File: src/rtl/pfv_pkg.sv
package pfv_pkg;

  localparam int POS_W     = 48;
  localparam int ACC_W     = 64;
  localparam int CFG_IDX_W = 3;
  localparam int QDEPTH    = 2;
  localparam int Q_PTR_W   = $clog2(QDEPTH);
  localparam int Q_CNT_W   = $clog2(QDEPTH + 1);

  // shared divider is used for k, w1, w and the mass divide
  localparam int N_DIVS    = 4;
  localparam int DIVN_W    = $clog2(N_DIVS);
  localparam int DIV_STEPS = 64;
  localparam int DIV_CNT_W = $clog2(DIV_STEPS);
  localparam int SQ_STEPS  = 50;
  localparam int SQ_CNT_W  = $clog2(SQ_STEPS);
  localparam int ROOT_W    = SQ_STEPS;
  localparam int RAD_W     = 2 * SQ_STEPS;
  localparam int SQ_REM_W  = ROOT_W + 4;
  localparam int MUL_PH_W  = 3;

  localparam logic [CFG_IDX_W-1:0] REG_CUTOFF = 3'd0;
  localparam logic [CFG_IDX_W-1:0] REG_MINR   = 3'd1;
  localparam logic [CFG_IDX_W-1:0] REG_MASS   = 3'd2;
  localparam logic [CFG_IDX_W-1:0] REG_STEP   = 3'd3;
  localparam logic [CFG_IDX_W-1:0] REG_ARENA  = 3'd4;

  localparam logic [POS_W-1:0] CUTOFF_RST = 48'd42949673;
  localparam logic [POS_W-1:0] MINR_RST   = 48'd429497;
  localparam logic [POS_W-1:0] MASS_RST   = 48'd42949673;
  localparam logic [POS_W-1:0] STEP_RST   = 48'd2147484;
  localparam logic [POS_W-1:0] ARENA_RST  = 48'd4294967296;

  localparam logic signed [ACC_W-1:0] ACC_MAX    = 64'sh7FFF_FFFF_FFFF_FFFF;
  localparam logic signed [ACC_W-1:0] ACC_MIN    = 64'sh8000_0000_0000_0000;
  localparam logic signed [ACC_W-1:0] V_MAX      = 64'sh0000_7FFF_FFFF_FFFF;
  localparam logic signed [ACC_W-1:0] V_MIN      = 64'shFFFF_8000_0000_0000;
  localparam logic signed [ACC_W-1:0] STEP_LIMIT = 64'sh1000_0000_0000_0000;

  typedef struct packed {
    logic        [POS_W-1:0] own_x;
    logic        [POS_W-1:0] own_y;
    logic signed [POS_W-1:0] own_vx;
    logic signed [POS_W-1:0] own_vy;
    logic        [POS_W-1:0] nbr_x;
    logic        [POS_W-1:0] nbr_y;
    logic                    last_neighbor;
  } in_item_t;

  typedef struct packed {
    logic        [POS_W-1:0] new_x;
    logic        [POS_W-1:0] new_y;
    logic signed [POS_W-1:0] new_vx;
    logic signed [POS_W-1:0] new_vy;
    logic signed [ACC_W-1:0] accel_x;
    logic signed [ACC_W-1:0] accel_y;
  } out_item_t;

  // classified item as held in the queue
  typedef struct packed {
    logic        [POS_W-1:0] own_x;
    logic        [POS_W-1:0] own_y;
    logic signed [POS_W-1:0] own_vx;
    logic signed [POS_W-1:0] own_vy;
    logic        [POS_W-1:0] dx_mag;
    logic                    dx_neg;
    logic        [POS_W-1:0] dy_mag;
    logic                    dy_neg;
    logic                    last_neighbor;
  } work_t;

  typedef enum logic [3:0] {
    ST_IDLE,
    ST_MUL,
    ST_MUL_W,
    ST_ROOT,
    ST_ROOT_W,
    ST_DIV,
    ST_DIV_W,
    ST_ACC,
    ST_CHK,
    ST_VADD,
    ST_POS,
    ST_BNC,
    ST_CLP,
    ST_EMIT
  } state_t;

  typedef enum logic [2:0] {
    MOP_DX2,
    MOP_DY2,
    MOP_M2,
    MOP_C2,
    MOP_TERM,
    MOP_VEL,
    MOP_POS
  } mul_op_t;

endpackage

File: src/rtl/pfv_sqrt.sv
module pfv_sqrt (
  input  logic              clk,
  input  logic              rst,
  input  logic              start,
  input  logic [pfv_pkg::RAD_W-1:0]  rad,
  output logic              done,
  output logic [pfv_pkg::ROOT_W-1:0] root
);
  import pfv_pkg::*;

  logic [RAD_W-1:0]    rad_r;
  logic [SQ_REM_W-1:0] rem;
  logic [SQ_REM_W-1:0] rem2;
  logic [SQ_REM_W-1:0] trial;
  logic [SQ_CNT_W-1:0] cnt;
  logic                run;
  logic                take;

  // restoring square root, one result bit per cycle
  always_comb begin
    rem2  = {rem[SQ_REM_W-3:0], rad_r[RAD_W-1 -: 2]};
    trial = {2'b00, root, 2'b01};
    take  = (rem2 >= trial);
  end

  always_ff @(posedge clk) begin
    if (rst) begin
      run  <= 1'b0;
      done <= 1'b0;
    end else begin
      done <= 1'b0;
      if (start) begin
        run <= 1'b1;
      end else if (run && cnt == SQ_CNT_W'(SQ_STEPS - 1)) begin
        run  <= 1'b0;
        done <= 1'b1;
      end
    end
  end

  always_ff @(posedge clk) begin
    if (start) begin
      rad_r <= rad;
      rem   <= '0;
      root  <= '0;
      cnt   <= '0;
    end else if (run) begin
      rad_r <= {rad_r[RAD_W-3:0], 2'b00};
      rem   <= take ? rem2 - trial : rem2;
      root  <= {root[ROOT_W-2:0], take};
      cnt   <= cnt + 1'b1;
    end
  end

endmodule

File: config.mk
export PLATFORM = sky130hd
export DESIGN_NAME = pfv_sqrt
export DESIGN_NICKNAME = d
export VERILOG_FILES = /design/src/rtl/pfv_pkg.sv /design/src/rtl/pfv_sqrt.sv
export SDC_FILE = /design/constraint.sdc
export NUM_CORES = 1
export LEC_CHECK = 0
export BUFFER_PORTS_ARGS = -buffer_cell sky130_fd_sc_hd__buf_4
export CORE_UTILIZATION = 63
export CTS_CLUSTER_DIAMETER = 150
export DETAILED_ROUTE_END_ITERATION = 6
export GPL_TIMING_DRIVEN = 1
export PLACE_DENSITY = 0.93
export REMOVE_ABC_BUFFERS = 1
export SLEW_MARGIN = 25
export SYNTH_ARGS = -nofsm -noshare
export SYNTH_HDL_FRONTEND = slang
export SYNTH_SLANG_ARGS = --single-unit
File: constraint.sdc
create_clock -name clk -period 8.4 [get_ports clk]
set_clock_uncertainty 0.1 [all_clocks]
set_input_delay 1.68 -clock clk [delete_from_list [all_inputs] [get_ports clk]]
set_output_delay 1.68 -clock clk [all_outputs]
set_load 0.01 [all_outputs]
==> reports/metrics.csv <==
metric;value;unit
status;finished, violations left;
violations;design-rule violations;
fill_cells;1088;
max_freq;242;MHz
cts_buffers;23;
grt_first_pass_wirelength;47.3;mm
wl_met2;14.1;mm
ys_top_cells_by_area;edfxtp_1 (25%), dfxtp_1 (19%), mux2_2 (9.3%), mux2i_1 (7.3%), ha_1 (5.7%);
grt_pass1_vias;9385;
core-area;18200;um^2
maxCapViolCount;0;
grt_start_max_net_pins;71;
synth_area_per_cell;10.0;um^2
wl_met1;11.7;mm
overflow;0;
p_per_area;388;nW/um^2
wl_per_cell;19.0;um
drt_first_pass_iters;7;
routed_wl;29.3;mm
final_layout_size_suffix_gt1_frac;0.234;
critical_path_required;8690;ps
place_inst;1499;
setup_violations;0;
irDropWorstVdd;0.331;mV
cts_tree;yes;
synth_top_area_share;0.253;
synthCells;1181;
dieArea;19400;um^2
vias;9517;
finalCritPeriodShare;0.493;
layout_common_cells;buf_4 (158), nor2_1 (126), dfxtp_1 (109);
place_ws;4390;ps
start_kind;flip-flop;
viasPerCell;6.18;
hold_class;reg -> reg;
antenna_found_initial;0;
slew_violations;0;
drc_errors;7;
drt-initial-drc-count;860;
fin_setup_tns;0;ps
synth_edf_count;100;
io_pins;154;
netlist.top_cell.by_area;edfxtp_1;
ys_types;68;
yosys_register_bits;210;
worstMarginPinSlew;918;ps
arrival;4430;ps
ys_seq_area_frac;0.439;
finalHoldViolations;0;
clock_latency;530;ps
rsz0062_at_grt;no;
critPathKind;reg -> reg;
final_nets;1452;
top_layer;met4;
hold_buffers;0;
setup_slack;4260;ps
synth.cell_area;11900;um^2
wl_met3;2.65;mm
htree_num_levels;1;
rows;49;
initial_core_util;0.651;
grt.total_usage;0.301;
layout_commonest_cell;buf_4;
synth_flop_cell;dfxtp_1;
post_cts_resized;0;
cts-root-buf;clkbuf_16;
clk_pin_slew;60;ps
final_cells;1541;
die_w;139;um
gp_congestion;0.957;
clockBufferDepth;3;
slew_headroom;0.379;
leakage;5.83;nW
num_antenna_cells;0;
antenna_left;0;
postSynth.asyncResetShare;0;
die_h;139;um
worstPathMaxFanout;49;
io_buffers;153;
post_cts_buffers;0;
synth_warnings;0;
hpwl;19.1;mm
min_period;4140;ps
area_delta_synth_final;16.7;%
cts_num_sinks;210;
end_kind;flip-flop;
==> synth_stat cells, drive strengths merged (12+ instances only) <==
cell type,instances
buf,16
a211oi,33
dfxtp,110
ha,54
a21o,33
clkbuf,54
o21bai,12
o211ai,15
xnor2,26
xor2,25
a21oi,62
mux2,98
nand2,80
edfxtp,100
inv,61
mux2i,87
o21ai,50
nand3,14
nand4,25
nor2,126
==> worst max-delay path, cell delays in order (launching register included) <==
cell	delay, ps
dfxtp_1	430
inv_1	90
ha_1	360
nor2b_1	250
o21bai_1	140
a211o_1	350
a31oi_4	230
o211ai_2	150
a31oi_4	650
buf_4	660
nor2_1	160
a22oi_1	220
o21ai_0	160
==> final cells by class <==
cell class / instances / area, um^2 / share of cell area
Multi-Input combinational cell: 840 / 6120 / 0.442
Sequential cell: 210 / 5210 / 0.377
Timing Repair Buffer: 159 / 1200 / 0.0866
Clock buffer: 34 / 677 / 0.0489
Tap cell: 229 / 287 / 0.0207
Inverter: 61 / 230 / 0.0166
Clock inverter: 8 / 116 / 0.00841
==> sequential cells by signal (all words and copies together), names as in the netlist <==
register  cells
done          1
run           1
cnt           6
root         50
rad_r       100
rem          52
==> through the flow <==
| step | hold slack (ps) | area [um^2] | util | total power (W) |
|---|---|---|---|---|
| final | 404 | 13800 | 0.760 | 0.00536 |
| after global routing | 421 | 13800 | 0.760 | 0.00568 |
| after CTS | 403 | 13800 | 0.760 | 0.00530 |
| after detailed placement | 382 | 13000 | 0.716 | 0.00420 |
| after global placement | 370 | 13000 | 0.716 | 0.00413 |
| after floorplan | 350 | 11500 | - | 0.00365 |
==> cells by family after synthesis <==
| group | after synthesis | share of synthesized area |
|---|---|---|
| compound gates | 250 | 0.139 |
| xor+xnor | 51 | 0.0377 |
| fa+ha+maj | 54 | 0.0570 |
| buf+inv | 131 | 0.0460 |
| flops | 210 | 0.439 |
| mux | 185 | 0.167 |
| simple gates | 300 | 0.115 |
==> final timing paths <==
kind	start	to	slack [ps]	cells past startpoint
max	root[0]	rem[46]	4260	12
min	rem[9]	rem[9]	400	2
max reg2reg	root[0]	rem[46]	4260	12
min reg2reg	rem[9]	rem[9]	400	2
==> metal layers <==
metal / vias up / track usage
li1: 4485 / -
met1: 4447 / 0.369
met4: 0 / 0.0977
met3: 89 / 0.0694
met2: 496 / 0.524
met5: - / 0
==> where the power goes <==
group,switching (W),internal [W]
clock network,0.000427,0.000626
registers,0.000113,0.00123
logic,0.00170,0.00127
No activity file was read; power rests on OpenSTA's default activity.
