==> config.mk <==
export PLATFORM = sky130hd
export DESIGN_NAME = pfv_div
export DESIGN_NICKNAME = d
export VERILOG_FILES = /design/src/rtl/pfv_pkg.sv /design/src/rtl/pfv_div.sv
export SDC_FILE = /design/constraint.sdc
export NUM_CORES = 1
export LEC_CHECK = 0
export BUFFER_PORTS_ARGS = -buffer_cell sky130_fd_sc_hd__buf_2
export CORE_ASPECT_RATIO = 1.75
export CORE_MARGIN = 1.5
export CORE_UTILIZATION = 58
export CTS_BUF_LIST = sky130_fd_sc_hd__clkbuf_16
export DETAILED_ROUTE_END_ITERATION = 10
export PLACE_DENSITY = 0.87
export SETUP_SLACK_MARGIN = 0.2
export SYNTH_ARGS = -nofsm -noshare
export SYNTH_HDL_FRONTEND = slang
export SYNTH_SLANG_ARGS = --single-unit
==> constraint.sdc <==
create_clock -name clk -period 9.25 [get_ports clk]
set_input_delay 1.85 -clock clk [delete_from_list [all_inputs] [get_ports clk]]
set_output_delay 1.85 -clock clk [all_outputs]
set_load 0.03 [all_outputs]
==> src/rtl/pfv_pkg.sv <==
package pfv_pkg;

  localparam int POS_W     = 48;
  localparam int ACC_W     = 64;
  localparam int CFG_IDX_W = 3;
  localparam int QDEPTH    = 2;
  localparam int Q_PTR_W   = $clog2(QDEPTH);
  localparam int Q_CNT_W   = $clog2(QDEPTH + 1);

  // shared divider is used for k, w1, w and the mass divide
  localparam int N_DIVS    = 4;
  localparam int DIVN_W    = $clog2(N_DIVS);
  localparam int DIV_STEPS = 64;
  localparam int DIV_CNT_W = $clog2(DIV_STEPS);
  localparam int SQ_STEPS  = 50;
  localparam int SQ_CNT_W  = $clog2(SQ_STEPS);
  localparam int ROOT_W    = SQ_STEPS;
  localparam int RAD_W     = 2 * SQ_STEPS;
  localparam int SQ_REM_W  = ROOT_W + 4;
  localparam int MUL_PH_W  = 3;

  localparam logic [CFG_IDX_W-1:0] REG_CUTOFF = 3'd0;
  localparam logic [CFG_IDX_W-1:0] REG_MINR   = 3'd1;
  localparam logic [CFG_IDX_W-1:0] REG_MASS   = 3'd2;
  localparam logic [CFG_IDX_W-1:0] REG_STEP   = 3'd3;
  localparam logic [CFG_IDX_W-1:0] REG_ARENA  = 3'd4;

  localparam logic [POS_W-1:0] CUTOFF_RST = 48'd42949673;
  localparam logic [POS_W-1:0] MINR_RST   = 48'd429497;
  localparam logic [POS_W-1:0] MASS_RST   = 48'd42949673;
  localparam logic [POS_W-1:0] STEP_RST   = 48'd2147484;
  localparam logic [POS_W-1:0] ARENA_RST  = 48'd4294967296;

  localparam logic signed [ACC_W-1:0] ACC_MAX    = 64'sh7FFF_FFFF_FFFF_FFFF;
  localparam logic signed [ACC_W-1:0] ACC_MIN    = 64'sh8000_0000_0000_0000;
  localparam logic signed [ACC_W-1:0] V_MAX      = 64'sh0000_7FFF_FFFF_FFFF;
  localparam logic signed [ACC_W-1:0] V_MIN      = 64'shFFFF_8000_0000_0000;
  localparam logic signed [ACC_W-1:0] STEP_LIMIT = 64'sh1000_0000_0000_0000;

  typedef struct packed {
    logic        [POS_W-1:0] own_x;
    logic        [POS_W-1:0] own_y;
    logic signed [POS_W-1:0] own_vx;
    logic signed [POS_W-1:0] own_vy;
    logic        [POS_W-1:0] nbr_x;
    logic        [POS_W-1:0] nbr_y;
    logic                    last_neighbor;
  } in_item_t;

  typedef struct packed {
    logic        [POS_W-1:0] new_x;
    logic        [POS_W-1:0] new_y;
    logic signed [POS_W-1:0] new_vx;
    logic signed [POS_W-1:0] new_vy;
    logic signed [ACC_W-1:0] accel_x;
    logic signed [ACC_W-1:0] accel_y;
  } out_item_t;

  // classified item as held in the queue
  typedef struct packed {
    logic        [POS_W-1:0] own_x;
    logic        [POS_W-1:0] own_y;
    logic signed [POS_W-1:0] own_vx;
    logic signed [POS_W-1:0] own_vy;
    logic        [POS_W-1:0] dx_mag;
    logic                    dx_neg;
    logic        [POS_W-1:0] dy_mag;
    logic                    dy_neg;
    logic                    last_neighbor;
  } work_t;

  typedef enum logic [3:0] {
    ST_IDLE,
    ST_MUL,
    ST_MUL_W,
    ST_ROOT,
    ST_ROOT_W,
    ST_DIV,
    ST_DIV_W,
    ST_ACC,
    ST_CHK,
    ST_VADD,
    ST_POS,
    ST_BNC,
    ST_CLP,
    ST_EMIT
  } state_t;

  typedef enum logic [2:0] {
    MOP_DX2,
    MOP_DY2,
    MOP_M2,
    MOP_C2,
    MOP_TERM,
    MOP_VEL,
    MOP_POS
  } mul_op_t;

endpackage

==> src/rtl/pfv_div.sv <==
module pfv_div (
  input  logic         clk,
  input  logic         rst,
  input  logic         start,
  input  logic [127:0] num,
  input  logic [63:0]  den,
  output logic         done,
  output logic [63:0]  quo
);
  import pfv_pkg::*;

  logic [63:0]          rem;
  logic [63:0]          lo;
  logic [63:0]          den_r;
  logic [DIV_CNT_W-1:0] cnt;
  logic                 run;
  logic [63:0]          r2;
  logic                 take;

  always_comb begin
    r2   = {rem[62:0], lo[63]};
    take = rem[63] || (r2 >= den_r);
  end

  always_ff @(posedge clk) begin
    if (rst) begin
      run  <= 1'b0;
      done <= 1'b0;
    end else begin
      done <= 1'b0;
      if (start) begin
        // quotient would not fit: saturate at once
        if (num[127:64] >= den) begin
          done <= 1'b1;
        end else begin
          run <= 1'b1;
        end
      end else if (run) begin
        if (cnt == DIV_CNT_W'(DIV_STEPS - 1)) begin
          run  <= 1'b0;
          done <= 1'b1;
        end
      end
    end
  end

  always_ff @(posedge clk) begin
    if (start) begin
      rem   <= num[127:64];
      lo    <= num[63:0];
      den_r <= den;
      cnt   <= '0;
      quo   <= (num[127:64] >= den) ? '1 : '0;
    end else if (run) begin
      lo  <= {lo[62:0], 1'b0};
      cnt <= cnt + 1'b1;
      rem <= take ? r2 - den_r : r2;
      quo <= {quo[62:0], take};
    end
  end

endmodule

==> flow_summary.yaml <==
outcome:
  status: "finished, final reports clean"
clocking:
  h-tree-depth: 1
  post-cts-setup-buffers: 0
  clock_latency_ns: 0.55
  cts_resized: 0
  root_buffer: "clkbuf_16"
  cts-buffers-inserted: 24
  tritoncts: "yes"
  clockBufferDepth: 3
  cts_hold_buf: 0
  clk_pin_slew_ns: 0.07
  clock-sinks: 264
synth:
  syn-instance-count: 1608
  synth_edf_count: 256
  syn-num-nets: 1933
  dominantRegCellSynth: "edfxtp_1"
  syn_area_per_cell_sq_um: 10.16
  ys_warn_count: 0
  async_flop_share: 0
  ys_types: 61
  ys_seq_elements: 264
  ys_seq_area_frac: 0.4805
  syn_area_sq_um: 16330
power:
  ir_drop_uv: 186.9
  p_per_area_nw_per_um2: 241.5
  p_total_mw: 4.500
  leakage_nw: 8.266
placed_design:
  portBuffers: 259
  placed_cell_area_sq_um: 17860
  dp_hpwl_mm: 30.16
  gp_congestion: 0.9217
critical_path:
  rr_worst_depth: 13
  crit_path_end_kind: "flop"
  regToRegEndpoint: "rem[41]$_DFFE_PP_"
  cp.required_ns: 9.51
  arrival_ns: 5.37
  rr_startpoint: "lo[63]$_DFFE_PP_"
  reg2reg_slack_ns: 4.75
  startpoint_type: "input pin"
  setup.worst_path.class: "in2reg"
  critPathMaxFanout: 66
layout:
  drive_above_1_share: 0.2025
  stdcell_area_sq_um: 18630
  utilization: 0.6685
  syn2layout_area_growth_pct: 14.08
  nNetsFinal: 2150
  final_cell_mix: "buf_2, edfxtp_1, nor2_1"
  final_common_cell: "buf_2"
sta:
  hold_violations: 0
  fin_skew_ns: 0.02056
  worst_pin_slew_ns: 1.006
  layout_min_cycle_time_ns: 5.115
  whs_ns: 0.5187
  slew-limit-headroom: 0.3297
  slew_violations: 0
  setup_viol: 0
  timing.fmax_ghz: 0.1955
  post-route-period-util: 0.5530
  tns_ns: 0
  rsz0062_at_grt: "no"
floorplanning:
  rows: 81
  initial_core_util: 0.5860
  core_sq_um: 27870
  dieArea_sq_um: 29210
  die_h_um: 225.0
  die_x_um: 129.9
  num_io_pins: 260
run:
  maxCapViolations: 0
drt:
  routedWlPerCell_um: 18.49
  num_vias: 12920
  drcViolationCount: 0
  wl_mm: 40.97
  routed_via_density: 5.831
  drt_pre_antenna_iters: 5
  ant_nets: 0
  drtIter0Drc: 859
global_routing:
  grt_pass1_vias: 13460
  grt_max_degree: 141
  antenna_found_initial: 1
  grt_overflow_total: 0
  top_usage_layer: "met2"
  use_met1: 0.2922
  grt_usage: 0.2807
  grt_pass1_wl_mm: 64.85
  grtUsageMet2: 0.5163
  gr-usage-met3: 0.05912
hold_path:
  holdPathStages: 2
  hold_end: "cnt[5]$_SDFFE_PP0P_"
  worst_hold_path_type: "reg2reg"
  min_from: "cnt[5]$_SDFFE_PP0P_"
## sequential cells by signal (all words and copies together) (netlist names)
name	flops
rem	64
done	1
den_r	64
run	1
lo	64
cnt	6
quo	64
## layout make-up
cell class,count,area (sq um)
Clock inverter,19,167.7
Sequential cell,264,7848
Clock buffer,24,600.6
Tap cell,373,466.7
Multi-Input combinational cell,1123,7635
Timing Repair Buffer,264,1356
Antenna cell,1,2.502
Inverter,148,555.5
Fill cell,2091,9239
## logic make-up after synthesis
logic type	Yosys count	share of synthesized area
AND/OR/NAND/NOR	439	0.1181
AO/OA/AOI/OAI	371	0.1356
flip-flops	264	0.4805
buffers and inverters	221	0.05347
adder cells (fa/ha/maj)	130	0.1001
multiplexers	121	0.07906
XOR/XNOR	62	0.03325
## where the power goes
part	switching (mW)	internal, mW
combinational	1.12	0.733
sequential	0.0905	1.56
clock	0.466	0.535
## worst max-delay path by stage
| stage | start | end | slack, ns | cells after the start |
|---|---|---|---|---|
| global route | den[11] | quo[50]$_DFFE_PP_ | 4.01 | 13 |
| detailed placement | num[73] | quo[50]$_DFFE_PP_ | 3.73 | 12 |
| finish | den[11] | quo[50]$_DFFE_PP_ | 4.13 | 13 |
| CTS | den[11] | quo[50]$_DFFE_PP_ | 4.26 | 13 |
| global placement | num[73] | quo[56]$_DFFE_PP_ | 3.84 | 12 |
| floorplan | start | lo[0]$_SDFFCE_PN0P_ | 2.12 | 4 |
## worst max-delay path, cell delays in order
cell,delay (ns)
buf_2,0.10
inv_1,0.06
ha_1,0.31
and4_1,0.27
a221o_1,0.46
a221o_1,0.38
a211oi_1,0.17
o21ai_1,0.15
a211oi_1,0.42
o41ai_1,0.21
a31oi_4,0.21
buf_4,0.59
nor2_1,0.17
## per-stage QoR
stage,instances,setup slack [ns]
after global placement,2172,3.837
after CTS,2215,4.262
final,2216,4.135
after floorplan,1608,2.120
after detailed placement,2172,3.734
after global routing,2216,4.008
## routing by layer
layer / share of wire / wire length [um]
met1: 0.36 / 14670
met2: 0.52 / 21450
met3: 0.063 / 2588
met4: 0.055 / 2260
met5: 0 / 0
## cells in the mapped netlist (3+ instances only)
master,instances,share of area
o211ai_1,6,0.0028
nand4_1,36,0.014
a221oi_1,4,0.0021
nor3_1,16,0.0049
a21o_1,44,0.020
mux2_2,64,0.044
dfxtp_1,8,0.0098
a21oi_1,121,0.037
o21bai_1,20,0.0092
nand2b_1,10,0.0038
buf_2,8,0.0025
nor2b_1,6,0.0023
nor2_1,199,0.046
mux2i_1,57,0.035
buf_4,9,0.0041
ha_1,129,0.099
nand2_1,126,0.029
and4_1,3,0.0016
clkbuf_1,54,0.012
and2_1,4,0.0015
edfxtp_1,256,0.47
a21boi_0,5,0.0023
xor2_1,18,0.0097
nor3b_1,8,0.0037
inv_1,147,0.034
or3_1,5,0.0019
o21ai_0,107,0.033
o21ai_1,10,0.0031
o31ai_1,4,0.0018
and3_1,4,0.0015
nand3_1,13,0.0040
nor4_1,4,0.0015
a211oi_1,12,0.0055
a31oi_1,9,0.0034
xnor2_1,44,0.024
o21a_1,7,0.0032
Note: power is estimated with default switching activity, not from simulation.
