==> config.mk <==
export PLATFORM = sky130hd
export DESIGN_NAME = pfv_front
export DESIGN_NICKNAME = d
export VERILOG_FILES = /design/src/rtl/pfv_pkg.sv /design/src/rtl/pfv_front.sv
export SDC_FILE = /design/constraint.sdc
export NUM_CORES = 1
export LEC_CHECK = 0
export BUFFER_PORTS_ARGS = -buffer_cell sky130_fd_sc_hd__buf_2
export CAP_MARGIN = 20
export CORE_ASPECT_RATIO = 1.4
export CORE_MARGIN = 4
export CORE_UTILIZATION = 46
export DETAILED_ROUTE_END_ITERATION = 7
export PLACE_DENSITY = 0.68
export SYNTH_ARGS = -nofsm -noshare
export SYNTH_HDL_FRONTEND = slang
export SYNTH_SLANG_ARGS = --single-unit
==> constraint.sdc <==
create_clock -name clk -period 28.9 [get_ports clk]
set_input_delay 2.89 -clock clk [delete_from_list [all_inputs] [get_ports clk]]
set_output_delay 2.89 -clock clk [all_outputs]
set_load 0.01 [all_outputs]
==> src/rtl/pfv_pkg.sv <==
package pfv_pkg;

  localparam int POS_W     = 48;
  localparam int ACC_W     = 64;
  localparam int CFG_IDX_W = 3;
  localparam int QDEPTH    = 2;
  localparam int Q_PTR_W   = $clog2(QDEPTH);
  localparam int Q_CNT_W   = $clog2(QDEPTH + 1);

  // shared divider is used for k, w1, w and the mass divide
  localparam int N_DIVS    = 4;
  localparam int DIVN_W    = $clog2(N_DIVS);
  localparam int DIV_STEPS = 64;
  localparam int DIV_CNT_W = $clog2(DIV_STEPS);
  localparam int SQ_STEPS  = 50;
  localparam int SQ_CNT_W  = $clog2(SQ_STEPS);
  localparam int ROOT_W    = SQ_STEPS;
  localparam int RAD_W     = 2 * SQ_STEPS;
  localparam int SQ_REM_W  = ROOT_W + 4;
  localparam int MUL_PH_W  = 3;

  localparam logic [CFG_IDX_W-1:0] REG_CUTOFF = 3'd0;
  localparam logic [CFG_IDX_W-1:0] REG_MINR   = 3'd1;
  localparam logic [CFG_IDX_W-1:0] REG_MASS   = 3'd2;
  localparam logic [CFG_IDX_W-1:0] REG_STEP   = 3'd3;
  localparam logic [CFG_IDX_W-1:0] REG_ARENA  = 3'd4;

  localparam logic [POS_W-1:0] CUTOFF_RST = 48'd42949673;
  localparam logic [POS_W-1:0] MINR_RST   = 48'd429497;
  localparam logic [POS_W-1:0] MASS_RST   = 48'd42949673;
  localparam logic [POS_W-1:0] STEP_RST   = 48'd2147484;
  localparam logic [POS_W-1:0] ARENA_RST  = 48'd4294967296;

  localparam logic signed [ACC_W-1:0] ACC_MAX    = 64'sh7FFF_FFFF_FFFF_FFFF;
  localparam logic signed [ACC_W-1:0] ACC_MIN    = 64'sh8000_0000_0000_0000;
  localparam logic signed [ACC_W-1:0] V_MAX      = 64'sh0000_7FFF_FFFF_FFFF;
  localparam logic signed [ACC_W-1:0] V_MIN      = 64'shFFFF_8000_0000_0000;
  localparam logic signed [ACC_W-1:0] STEP_LIMIT = 64'sh1000_0000_0000_0000;

  typedef struct packed {
    logic        [POS_W-1:0] own_x;
    logic        [POS_W-1:0] own_y;
    logic signed [POS_W-1:0] own_vx;
    logic signed [POS_W-1:0] own_vy;
    logic        [POS_W-1:0] nbr_x;
    logic        [POS_W-1:0] nbr_y;
    logic                    last_neighbor;
  } in_item_t;

  typedef struct packed {
    logic        [POS_W-1:0] new_x;
    logic        [POS_W-1:0] new_y;
    logic signed [POS_W-1:0] new_vx;
    logic signed [POS_W-1:0] new_vy;
    logic signed [ACC_W-1:0] accel_x;
    logic signed [ACC_W-1:0] accel_y;
  } out_item_t;

  // classified item as held in the queue
  typedef struct packed {
    logic        [POS_W-1:0] own_x;
    logic        [POS_W-1:0] own_y;
    logic signed [POS_W-1:0] own_vx;
    logic signed [POS_W-1:0] own_vy;
    logic        [POS_W-1:0] dx_mag;
    logic                    dx_neg;
    logic        [POS_W-1:0] dy_mag;
    logic                    dy_neg;
    logic                    last_neighbor;
  } work_t;

  typedef enum logic [3:0] {
    ST_IDLE,
    ST_MUL,
    ST_MUL_W,
    ST_ROOT,
    ST_ROOT_W,
    ST_DIV,
    ST_DIV_W,
    ST_ACC,
    ST_CHK,
    ST_VADD,
    ST_POS,
    ST_BNC,
    ST_CLP,
    ST_EMIT
  } state_t;

  typedef enum logic [2:0] {
    MOP_DX2,
    MOP_DY2,
    MOP_M2,
    MOP_C2,
    MOP_TERM,
    MOP_VEL,
    MOP_POS
  } mul_op_t;

endpackage

==> src/rtl/pfv_front.sv <==
module pfv_front (
  input  logic             clk,
  input  logic             rst,
  input  logic             in_valid,
  output logic             in_stall,
  input  pfv_pkg::in_item_t in_data,
  input  logic             pop,
  output logic             avail,
  output pfv_pkg::work_t   head
);
  import pfv_pkg::*;

  work_t              q [QDEPTH];
  logic [Q_PTR_W-1:0] wr;
  logic [Q_PTR_W-1:0] rd;
  logic [Q_CNT_W-1:0] cnt;
  logic [POS_W:0]     dx;
  logic [POS_W:0]     dy;
  logic [POS_W:0]     dx_n;
  logic [POS_W:0]     dy_n;
  work_t              cls;
  logic               push;

  // signed differences split into magnitude and sign
  always_comb begin
    dx   = {1'b0, in_data.nbr_x} - {1'b0, in_data.own_x};
    dy   = {1'b0, in_data.nbr_y} - {1'b0, in_data.own_y};
    dx_n = '0 - dx;
    dy_n = '0 - dy;
    cls.own_x         = in_data.own_x;
    cls.own_y         = in_data.own_y;
    cls.own_vx        = in_data.own_vx;
    cls.own_vy        = in_data.own_vy;
    cls.dx_neg        = dx[POS_W];
    cls.dy_neg        = dy[POS_W];
    cls.dx_mag        = dx[POS_W] ? dx_n[POS_W-1:0] : dx[POS_W-1:0];
    cls.dy_mag        = dy[POS_W] ? dy_n[POS_W-1:0] : dy[POS_W-1:0];
    cls.last_neighbor = in_data.last_neighbor;
  end

  assign in_stall = (cnt == Q_CNT_W'(QDEPTH));
  assign push     = in_valid && !in_stall;
  assign avail    = (cnt != '0);
  assign head     = q[rd];

  always_ff @(posedge clk) begin
    if (rst) begin
      wr  <= '0;
      rd  <= '0;
      cnt <= '0;
    end else begin
      if (push) begin
        wr <= (wr == Q_PTR_W'(QDEPTH - 1)) ? '0 : wr + 1'b1;
      end
      if (pop) begin
        rd <= (rd == Q_PTR_W'(QDEPTH - 1)) ? '0 : rd + 1'b1;
      end
      case ({push, pop})
        2'b10:   cnt <= cnt + 1'b1;
        2'b01:   cnt <= cnt - 1'b1;
        default: cnt <= cnt;
      endcase
    end
  end

  always_ff @(posedge clk) begin
    if (push) begin
      q[wr] <= cls;
    end
  end

endmodule

==> results of run 1 <==
Yosys cell counts (all sizes together), types with 8 or more instances:
library cell,n,share of area (%)
nand4,25,0.52
or2,11,0.23
nand2,133,1.7
or3,22,0.46
o31ai,26,0.71
a21o,26,0.65
a31oi,18,0.38
o21ai,119,2.0
buf,8,0.14
inv,123,1.5
and4,12,0.35
or4,12,0.34
a21oi,145,2.5
mux2,294,11
and2,23,0.48
a2111oi,9,0.33
o21a,13,0.33
nand2b,13,0.27
nand3,31,0.52
nor2,118,1.5
xor2,49,1.4
a21boi,12,0.30
a211oi,12,0.30
edfxtp,582,58
nor3,38,0.64
nor2b,10,0.21
clkbuf,68,0.85
nor4,19,0.42
o2111ai,10,0.31
ha,99,4.1
o21bai,10,0.25
xnor2,106,3.1
tightest hold or removal path, stage by stage, from the launching register on:
cell     delay (ns)
dfxtp_1        0.33
o21ai_0        0.08
a21oi_1        0.07
cell families (layout without fill, tap and decap cells):
| kind of cell | after synthesis | after routing |
|---|---|---|
| flip-flops | 587 | 587 |
| other | 0 | 5 |
| adder cells (fa/ha/maj) | 101 | 101 |
| AO/OA/AOI/OAI | 476 | 476 |
| multiplexers | 298 | 298 |
| buffers and inverters | 199 | 825 |
| XOR/XNOR | 155 | 155 |
| AND/OR/NAND/NOR | 494 | 494 |
per-layer routing:
| layer | share of wire [%] | vias up | GRT usage (%) |
|---|---|---|---|
| met5 | 0.049 | - | 0 |
| met4 | 3.9 | 6 | 8.447 |
| met3 | 5.8 | 172 | 4.259 |
| met2 | 54 | 729 | 44.68 |
| met1 | 37 | 10359 | 26.48 |
| li1 | - | 9986 | - |
metrics by stage:
step	worst slack (ns)	utilization [%]	instances	total power, mW	instance area [um2]
2_1_floorplan	12.92	-	2310	1.531	29930
3_3_place_gp	21.04	52.38	3673	1.705	33740
3_5_place_dp	20.88	52.38	3673	1.722	33740
4_1_cts	21.56	55.07	3774	2.424	35470
5_1_grt	21.23	55.16	3781	2.514	35530
6_report	21.55	55.16	3781	2.402	35530
cells in the final DEF, fill, tap and decap left out, types with 13 or more instances in the layout:
| master | instances |
|---|---|
| a21o_1 | 26 |
| a21oi_1 | 141 |
| a31oi_1 | 18 |
| and2_1 | 23 |
| buf_2 | 585 |
| buf_4 | 14 |
| clkbuf_16 | 56 |
| clkinv_1 | 13 |
| edfxtp_1 | 582 |
| ha_1 | 99 |
| inv_1 | 123 |
| mux2_2 | 294 |
| nand2_1 | 133 |
| nand2b_1 | 13 |
| nand3_1 | 31 |
| nand4_1 | 25 |
| nor2_1 | 116 |
| nor3_1 | 38 |
| nor4_1 | 18 |
| o21a_1 | 13 |
| o21ai_0 | 99 |
| o21ai_1 | 19 |
| o31ai_1 | 24 |
| or3_1 | 22 |
| xnor2_1 | 106 |
| xor2_1 | 49 |
layout make-up:
cell class / instances / area [um2]
Tap cell: 840 / 1051
Clock buffer: 68 / 1446
Timing Repair Buffer: 601 / 3080
Multi-Input combinational cell: 1524 / 11610
Sequential cell: 587 / 17580
Antenna cell: 5 / 12.51
Clock inverter: 33 / 287.8
Inverter: 123 / 461.7
Fill cell: 5487 / 28880
flip-flops by register name, summed over array words and instances (netlist names), named ones only:
name	cells
cnt	2
q	582
rd	1
wr	1
power breakdown:
group / switching, mW / internal (mW)
Sequential: 0.0247 / 1.09
Combinational: 0.364 / 0.229
Clock: 0.313 / 0.384
Total: 0.702 / 1.70
worst paths after layout:
path | end | start | cells past startpoint
max reg2reg | q[1][243]$_DFFE_PP_ | cnt[0]$_SDFFE_PP0P_ | 5
min reg2reg | cnt[1]$_SDFFE_PP0P_ | cnt[1]$_SDFFE_PP0P_ | 2
min | cnt[1]$_SDFFE_PP0P_ | cnt[1]$_SDFFE_PP0P_ | 2
max | q[1][55]$_DFFE_PP_ | in_data[245] | 16
==> reports/results.ini, run 1 <==
[synth]
synthCells=2310
ys_seq_elements=587
synth-simple-area-share_pct=8.360
netlist_area_um2=29930
seq_area_frac_synth_pct=58.72
synth_top_family_by_area=multiplexers
yosysWarnings=0
synthXorXnorAreaFrac_pct=4.535
synth_compound_area_share_pct=10.38
synth_ff_type=edfxtp_1
syn_nets=2704
synth_cell_types=91
synth_edf_count=582
async_flop_share_pct=0
synth-adder-area-share_pct=4.272
synth_mux_area_share_pct=11.19
synth.avg_cell_area_um2=12.96

[global_route]
grt_pass1_wl_um=126700
grt_max_degree=81
antenna_found_initial=10
grt-ovfl-total=0
track_usage_pct=23.57
grt_pass1_vias=21811

[drt]
drc=0
post_drt_wl_per_cell_um=22.72
num_vias=21252
routed_wl_um=85900
ant_nets=0
viasPerCell=5.621
drtIter0Drc=1284
firstDrtPassIters=6

[setup_path]
crit_path_end_kind=register
max_stage_delay_ns=0.87
required_ns=29.26
crit_family=compound AO/OA/AOI/OAI gates
worstPathArrival_ns=7.72
crit_fanout=27
worstPathBufferInverterCount=4
crit_slowest_cell=o311ai_0
reg2reg_slack_ns=24.78
cpMostUsedCell=inv_1
cp-start-kind=input pin
crit_chain=buf_2 -> inv_1 -> ha_1 -> a21o_1 -> a21oi_4 -> a21oi_2 -> o311ai_0 -> o211ai_1 -> a31oi_1 -> o21bai_1 -> a2111oi_0 -> nor2_2 -> buf_4 -> inv_1 -> o21ai_0 -> xnor2_1
worstSetupPathType=input pin to register

[cts]
root_buffer=clkbuf_16
insertion_delay_ns=0.62
ctsHoldBuffers=0
cts.htree.levels=2
cts_tree=done
cts_sinks=587
clk_path_buf_depth=3
post-cts-setup-buffer-count=0
ctsResizeCount=0
clk_pin_slew_worst_paths_ns=0.06
cts_buffers=55

[sta]
min_period_over_period_pct=25.44
drv_slew=0
clock.fmax_mhz=136.0
finalHoldViolCount=0
layout_min_cycle_time_ns=7.353
setup_viol=0
setup_tns_ns=0
slew_headroom_pct=27.23
grt_setup_unrepaired=false
holdWs_ns=0.5186
skew_ns=0.02534
worstMarginPinSlew_ns=1.092

[die]
fp.dieH_um=309.8
row_count=110
initial_core_util_pct=46.47
ios=586
core_area_um2=64410
die_x_um=223.6
dieArea_um2=69270

[placement]
dp_hpwl_um=66320
place_congestion=0.9093
io_buffers=585

[run]
drv_cap=0

[power_and_ir_drop]
leakage_nw=13.50
powerDensity_nw_per_um2=67.59
irDropWorstVdd_v=0.00006029

[finish]
area_growth_pct=18.71
drive_gt1_share_pct=34.47
nNetsFinal=3286

[status]
status=finished, final reports clean

[min_path]
hold_class=register to register

Note: power is estimated with default switching activity, not from simulation.
==> run 2, diff against run 1 <==
--- a/config.mk
+++ b/config.mk
@@ -5,6 +5,7 @@
 export SDC_FILE = /design/constraint.sdc
 export NUM_CORES = 1
 export LEC_CHECK = 0
+export ABC_AREA = 1
 export BUFFER_PORTS_ARGS = -buffer_cell sky130_fd_sc_hd__buf_2
 export CAP_MARGIN = 20
 export CORE_ASPECT_RATIO = 1.4
==> constraint.sdc (replaced) <==
create_clock -name clk -period 7.29 [get_ports clk]
set_input_delay 0.729 -clock clk [delete_from_list [all_inputs] [get_ports clk]]
set_output_delay 0.729 -clock clk [all_outputs]
set_load 0.01 [all_outputs]
==> run 2 against run 1 <==
  * Combinational power grew to 4.0 times the previous value
  * Routed wire length increased by 18%
  * Synthesized cell count grew 58%
  * Synthesized area is 12% higher
  * Core utilization decreased by 0.27 points
  * Critical path depth unchanged
  * Total power rose to 4.0 times the previous value
  * Final cell count up 39%
  * Non-clock buffer count down 5
  * Sequential cell count did not move
  * Count of clock-buffer cells in the layout fell by 2
  * First-iteration DRC count up 23%
==> reports/results.ini, run 2 <==
[drt]
num_vias=26588
drc=0
routed_wl_um=101400
post_drt_wl_per_cell_um=19.30
drtIter0Drc=1578
firstDrtPassIters=8
viasPerCell=5.059
ant_nets=0

[min_path]
hp-start=in_data[121]
hold_end=q[0][123]$_DFFE_PP_
hold_class=input pin to register
hold_depth=1

[sta]
layout_min_cycle_time_ns=3.657
setup_viol=0
worstMarginPinSlew_ns=1.069
finalHoldViolCount=0
clock.fmax_mhz=273.4
grt_setup_unrepaired=false
drv_slew=0
skew_ns=0.01943
slew_headroom_pct=28.55
min_period_over_period_pct=50.17

[finish]
fill_cells=6626
final_util_pct=54.89
layout_common_cells=nand2_1, inv_1, buf_2
drive_gt1_share_pct=24.06
finalInstanceArea_um2=39360
reg_top3=q: 582 flops, cnt: 2 flops
final_common_cell=nand2_1
regMostFlops=q
area_growth_pct=17.91
nNetsFinal=4653
largest_reg_flops=582

[placement]
io_buffers=585
place_congestion=1.014
dp_hpwl_um=80370
placed_cell_area_um2=37470

[power_and_ir_drop]
powerDensity_nw_per_um2=242.9
irDropWorstVdd_v=0.0002437
leakage_nw=18.34

[status]
status=finished, final reports clean

[synth]
syn_nets=4042
seq_area_frac_synth_pct=52.66
synth.avg_cell_area_um2=9.150
synthCells=3648
synth.area.top_cells=edfxtp_1, nand2_1, mux2_2, inv_1, ha_1
ys_seq_elements=587
async_flop_share_pct=0
netlist_area_um2=33380
synth_edf_count=582
synth_top_area_share_pct=52.36
synth_common_cells=nand2_1, inv_1, edfxtp_1
synth_ff_type=edfxtp_1
yosysWarnings=0
synth_cell_types=35
synth_largest_area_cell=edfxtp_1
synth.most_common_cell=nand2_1

[setup_path]
max_stage_delay_ns=0.86
crit_fanout=43
required_ns=7.65
crit_path_end_kind=register
cpMostUsedCell=nand2_1
cp-start-kind=input pin
r2r-start=cnt[0]$_SDFFE_PP0P_
reg2regPathDepth=4
crit_slowest_cell=a21oi_4
worstPathArrival_ns=4.02
r2r-end=q[1][223]$_DFFE_PP_
worstSetupPathType=input pin to register
reg2reg_slack_ns=4.59
crit_chain=buf_2 -> inv_1 -> ha_1 -> nand2_1 -> inv_1 -> nand2_1 -> nand3_1 -> a21oi_1 -> nand3_1 -> nand2_1 -> nand2_1 -> a21oi_4 -> inv_2 -> a31oi_1 -> nor2_1 -> xor2_1

[global_route]
grt_pass1_wl_um=153400
grt-ovfl-total=0
met1_usage_pct=27.27
top_usage_layer=met2
track_usage_pct=25.58
met3_usage_pct=3.513
grt_max_degree=133
antenna_found_initial=7
gr-usage-met2_pct=48.90
grt_pass1_vias=26989

[die]
core_area_um2=71700
dieArea_um2=77000
initial_core_util_pct=46.56
die_x_um=235.7
row_count=116
fp.dieH_um=326.7
ios=586

[cts]
ctsHoldBuffers=0
cts_sinks=587
clk_pin_slew_worst_paths_ns=0.07
ctsResizeCount=0
clk_path_buf_depth=3
insertion_delay_ns=0.63
post-cts-setup-buffer-count=0
cts_tree=done
cts.htree.levels=2
cts_buffers=55
root_buffer=clkbuf_16

[run]
drv_cap=0

[run 2: changes by cell type after synthesis, moves of 24 or more]
cell,previous run,this run
nand2_1,133,1213
inv_1,123,598
nor2_1,118,295
nand3_1,31,189
xnor2_1,106,15
o21ai_0,99,18
a21oi_1,141,71
clkbuf_1,68,32
nand4_1,25,59
nand2_2,0,24
o31ai_1,24,0
[run 2: routing by layer]
layer | wire length (um) | part of all wire, %
met2 | 54270 | 54
met4 | 5962 | 5.9
met1 | 36610 | 36
met3 | 4584 | 4.5
met5 | 0 | 0
[run 2: cells by family (layout without fill, tap and decap cells)]
family | after synthesis | in the layout | synth area share, %
AND/OR/NAND/NOR | 1833 | 1833 | 22.41
buffers and inverters | 645 | 1303 | 7.328
flip-flops | 587 | 587 | 52.66
multiplexers | 291 | 291 | 9.817
AO/OA/AOI/OAI | 119 | 119 | 2.020
adder cells (fa/ha/maj) | 101 | 101 | 3.831
XOR/XNOR | 72 | 72 | 1.934
other | 0 | 6 | 0
[run 2: where the power goes]
part           internal, mW  leakage [nW]  switching (mW)  total (mW)
registers              4.15          5.48          0.0769        4.23
logic                 0.821          12.0            1.56        2.38
clock network          1.67         0.902            1.28        2.95
[run 2: worst max-delay path by stage]
stage | start | to | slack (ns) | cells past startpoint
6_report | in_data[215] | q[1][15]$_DFFE_PP_ | 3.63 | 16
3_3_place_gp | in_data[275] | q[0][80]$_DFFE_PP_ | 3.10 | 15
5_1_grt | in_data[215] | q[1][15]$_DFFE_PP_ | 3.35 | 16
3_5_place_dp | in_data[215] | q[1][15]$_DFFE_PP_ | 3.00 | 16
4_1_cts | register | head[32] | 3.64 | 3
2_1_floorplan | in_valid | q[1][0]$_DFFE_PP_ | -1.73 | 2
[run 2: critical path, delay by kind of cell]
family	cells	cell delay, ns
and+or+nand+nor	7	0.77
xor gates and xnor gates	1	0.16
AOI/OAI and AO/OA	3	1.43
adders and majority gates	1	0.36
buffers and inverters	4	0.54
[run 2: metrics by stage]
stage | setup WS, ns | setup TNS, ns | cells | hold WS, ns | total power, mW
after global routing | 3.353 | 0 | 5256 | 0.2398 | 10.04
after detailed placement | 2.998 | 0 | 5146 | 0.4907 | 6.681
after global placement | 3.095 | 0 | 5146 | 0.4776 | 6.647
final | 3.633 | 0 | 5256 | 0.2778 | 9.559
after floorplan | -1.730 | -1002.83 | 3648 | 0.4684 | 5.830
after CTS | 3.641 | 0 | 5250 | 0.2277 | 9.662
[run 2: final cells by class]
class                           instances  area [um2]  share of cell area (%)
Sequential cell                       587       17580                   44.67
Multi-Input combinational cell       2416       13380                   34.00
Timing Repair Buffer                  596        3060                   7.776
Inverter                              603        2263                   5.751
Clock buffer                           66        1438                   3.653
Tap cell                              944        1181                   3.001
Clock inverter                         38       440.4                   1.119
Antenna cell                            6       15.01                 0.03815
==> run 3, diff against run 2 <==
--- a/config.mk
+++ b/config.mk
@@ -12,7 +12,7 @@
 export CORE_MARGIN = 4
 export CORE_UTILIZATION = 46
 export DETAILED_ROUTE_END_ITERATION = 7
-export PLACE_DENSITY = 0.68
+export PLACE_DENSITY = 0.7
 export SYNTH_ARGS = -nofsm -noshare
 export SYNTH_HDL_FRONTEND = slang
 export SYNTH_SLANG_ARGS = --single-unit
==> constraint.sdc (replaced) <==
create_clock -name clk -period 3.3 [get_ports clk]
set_input_delay 0.33 -clock clk [delete_from_list [all_inputs] [get_ports clk]]
set_output_delay 0.33 -clock clk [all_outputs]
set_load 0.01 [all_outputs]
==> run 3 against run 2 <==
  * Routed wire length rose by 5.0%
  * Global-route usage rose by 1.2 points
  * Sequential cell count did not move
  * Clock skew is 0.015 ns higher
  * Final area rose by 9.8%
  * Critical endpoint is now q[1][73]$_DFFE_PP_
  * Largest power group unchanged
==> reports/results.ini, run 3 (synthesized netlist as in run 2, its figures left out) <==
[cts]
clk_path_buf_depth=3
cts_tree=done
root_buffer=clkbuf_16
cts.htree.levels=2
clk_pin_slew_worst_paths_ns=0.07
cts_sinks=587
cts_buffers=56
insertion_delay_ns=0.65

[placement]
place_congestion=0.9937
placed_cell_area_um2=39010
io_buffers=585
dp_hpwl_um=82880

[power_and_ir_drop]
powerDensity_nw_per_um2=505.4
irDropWorstVdd_v=0.0004584
leakage_nw=20.12

[global_route]
track_usage_pct=26.81
antenna_found_initial=9
grt_max_degree=117
grt-ovfl-total=0
grt_pass1_wl_um=160900
grt_pass1_vias=29023

[die]
row_count=116
fp.dieH_um=326.7
core_area_um2=71700
dieArea_um2=77000
die_x_um=235.7
initial_core_util_pct=46.56
ios=586

[finish]
area_growth_pct=29.45
largest_reg_flops=582
fill_cells=6190
reg_top3=q: 582 flops, cnt: 2 flops
drive_gt1_share_pct=28.45
finalInstanceArea_um2=43210
layout_common_cells=nand2_1, inv_1, buf_2
nNetsFinal=5037
regMostFlops=q
final_common_cell=nand2_1
final_util_pct=60.27

[sta]
slew_headroom_pct=47.73
clock.fmax_mhz=317.7
setup_viol=0
worstMarginPinSlew_ns=0.7841
skew_ns=0.03491
finalHoldViolCount=0
drv_slew=0
min_period_over_period_pct=95.38
layout_min_cycle_time_ns=3.148
grt_setup_unrepaired=true

[min_path]
hold_class=input pin to register

[drt]
ant_nets=0
firstDrtPassIters=5
routed_wl_um=106500
drc=0
drtIter0Drc=1578
num_vias=28159
viasPerCell=4.992
post_drt_wl_per_cell_um=18.88

[setup_path]
required_ns=3.69
reg2reg_slack_ns=1.34
crit_fanout=10
worstSetupPathType=input pin to register
cp-start-kind=input pin
worstPathArrival_ns=3.53
crit_path_end_kind=register

[status]
status=finished, final reports clean

[run]
drv_cap=0

## run 3: metal layers
metal	GRT usage (%)	share of wire (%)	up-vias
met5	0	0.012	-
met4	16.53	7.3	2
met3	4.324	4.7	315
met2	50.52	53	891
met1	27.53	35	13038
li1	-	-	13913
## run 3: what timing repair did
action	4_1_cts	5_1_grt
endpoints found under the setup margin	0	118
hold buffers	194	0
gates resized for setup	0	115
setup buffers	0	2
hold endpoints to repair	391	0
## run 3: metrics by stage
stage,setup TNS [ns],total power [mW],setup WS (ns),hold WS (ns),cells
CTS,0,21.89,0.1025,0.04538,5631
detailed placement,-0.1230,15.17,-0.03873,0.4917,5333
floorplan,-1105.96,12.81,-1.910,0.3894,3648
global placement,-0.05781,15.07,-0.01994,0.4884,5333
finish,0,21.84,0.1524,0.07537,5641
global route,-0.05069,22.90,-0.01193,0.06122,5641
## run 3: cell type report
type	count	area [um2]	share of cell area, %
clock buffer	62	1424	3.295
multi-input combinational	2416	13740	31.81
tap	944	1181	2.733
sequential	587	17580	40.69
antenna	8	20.02	0.04633
inverter	603	2263	5.238
clock inverter	42	445.4	1.031
timing repair buffer	979	6550	15.16
## run 3: final timing paths
check,from,end,depth (start not counted)
setup / recovery,in_data[262],q[1][73]$_DFFE_PP_,17
hold / removal,pop,register,3
setup reg to reg,cnt[1]$_SDFFE_PP0P_,q[1][218]$_DFFE_PP_,4
hold reg to reg,cnt[0]$_SDFFE_PP0P_,cnt[0]$_SDFFE_PP0P_,2
## run 3: critical path: stages
cell and delay, ns:
dlygate4sd3_1 0.53, buf_2 0.12, inv_1 0.04, ha_1 0.37
nand2_1 0.11, nand2_1 0.10, nand2_1 0.08, nand3_1 0.18
a21oi_1 0.23, nand3_1 0.13, nand2_1 0.19, nand2_2 0.11
a21oi_4 0.29, buf_4 0.23, o21ai_0 0.14, xor2_1 0.18
buf_4 0.16
## run 3: power by group
part	internal (mW)	switching [mW]
sequential	9.16	0.172
combinational	2.33	3.67
clock	3.62	2.89
total	15.1	6.73
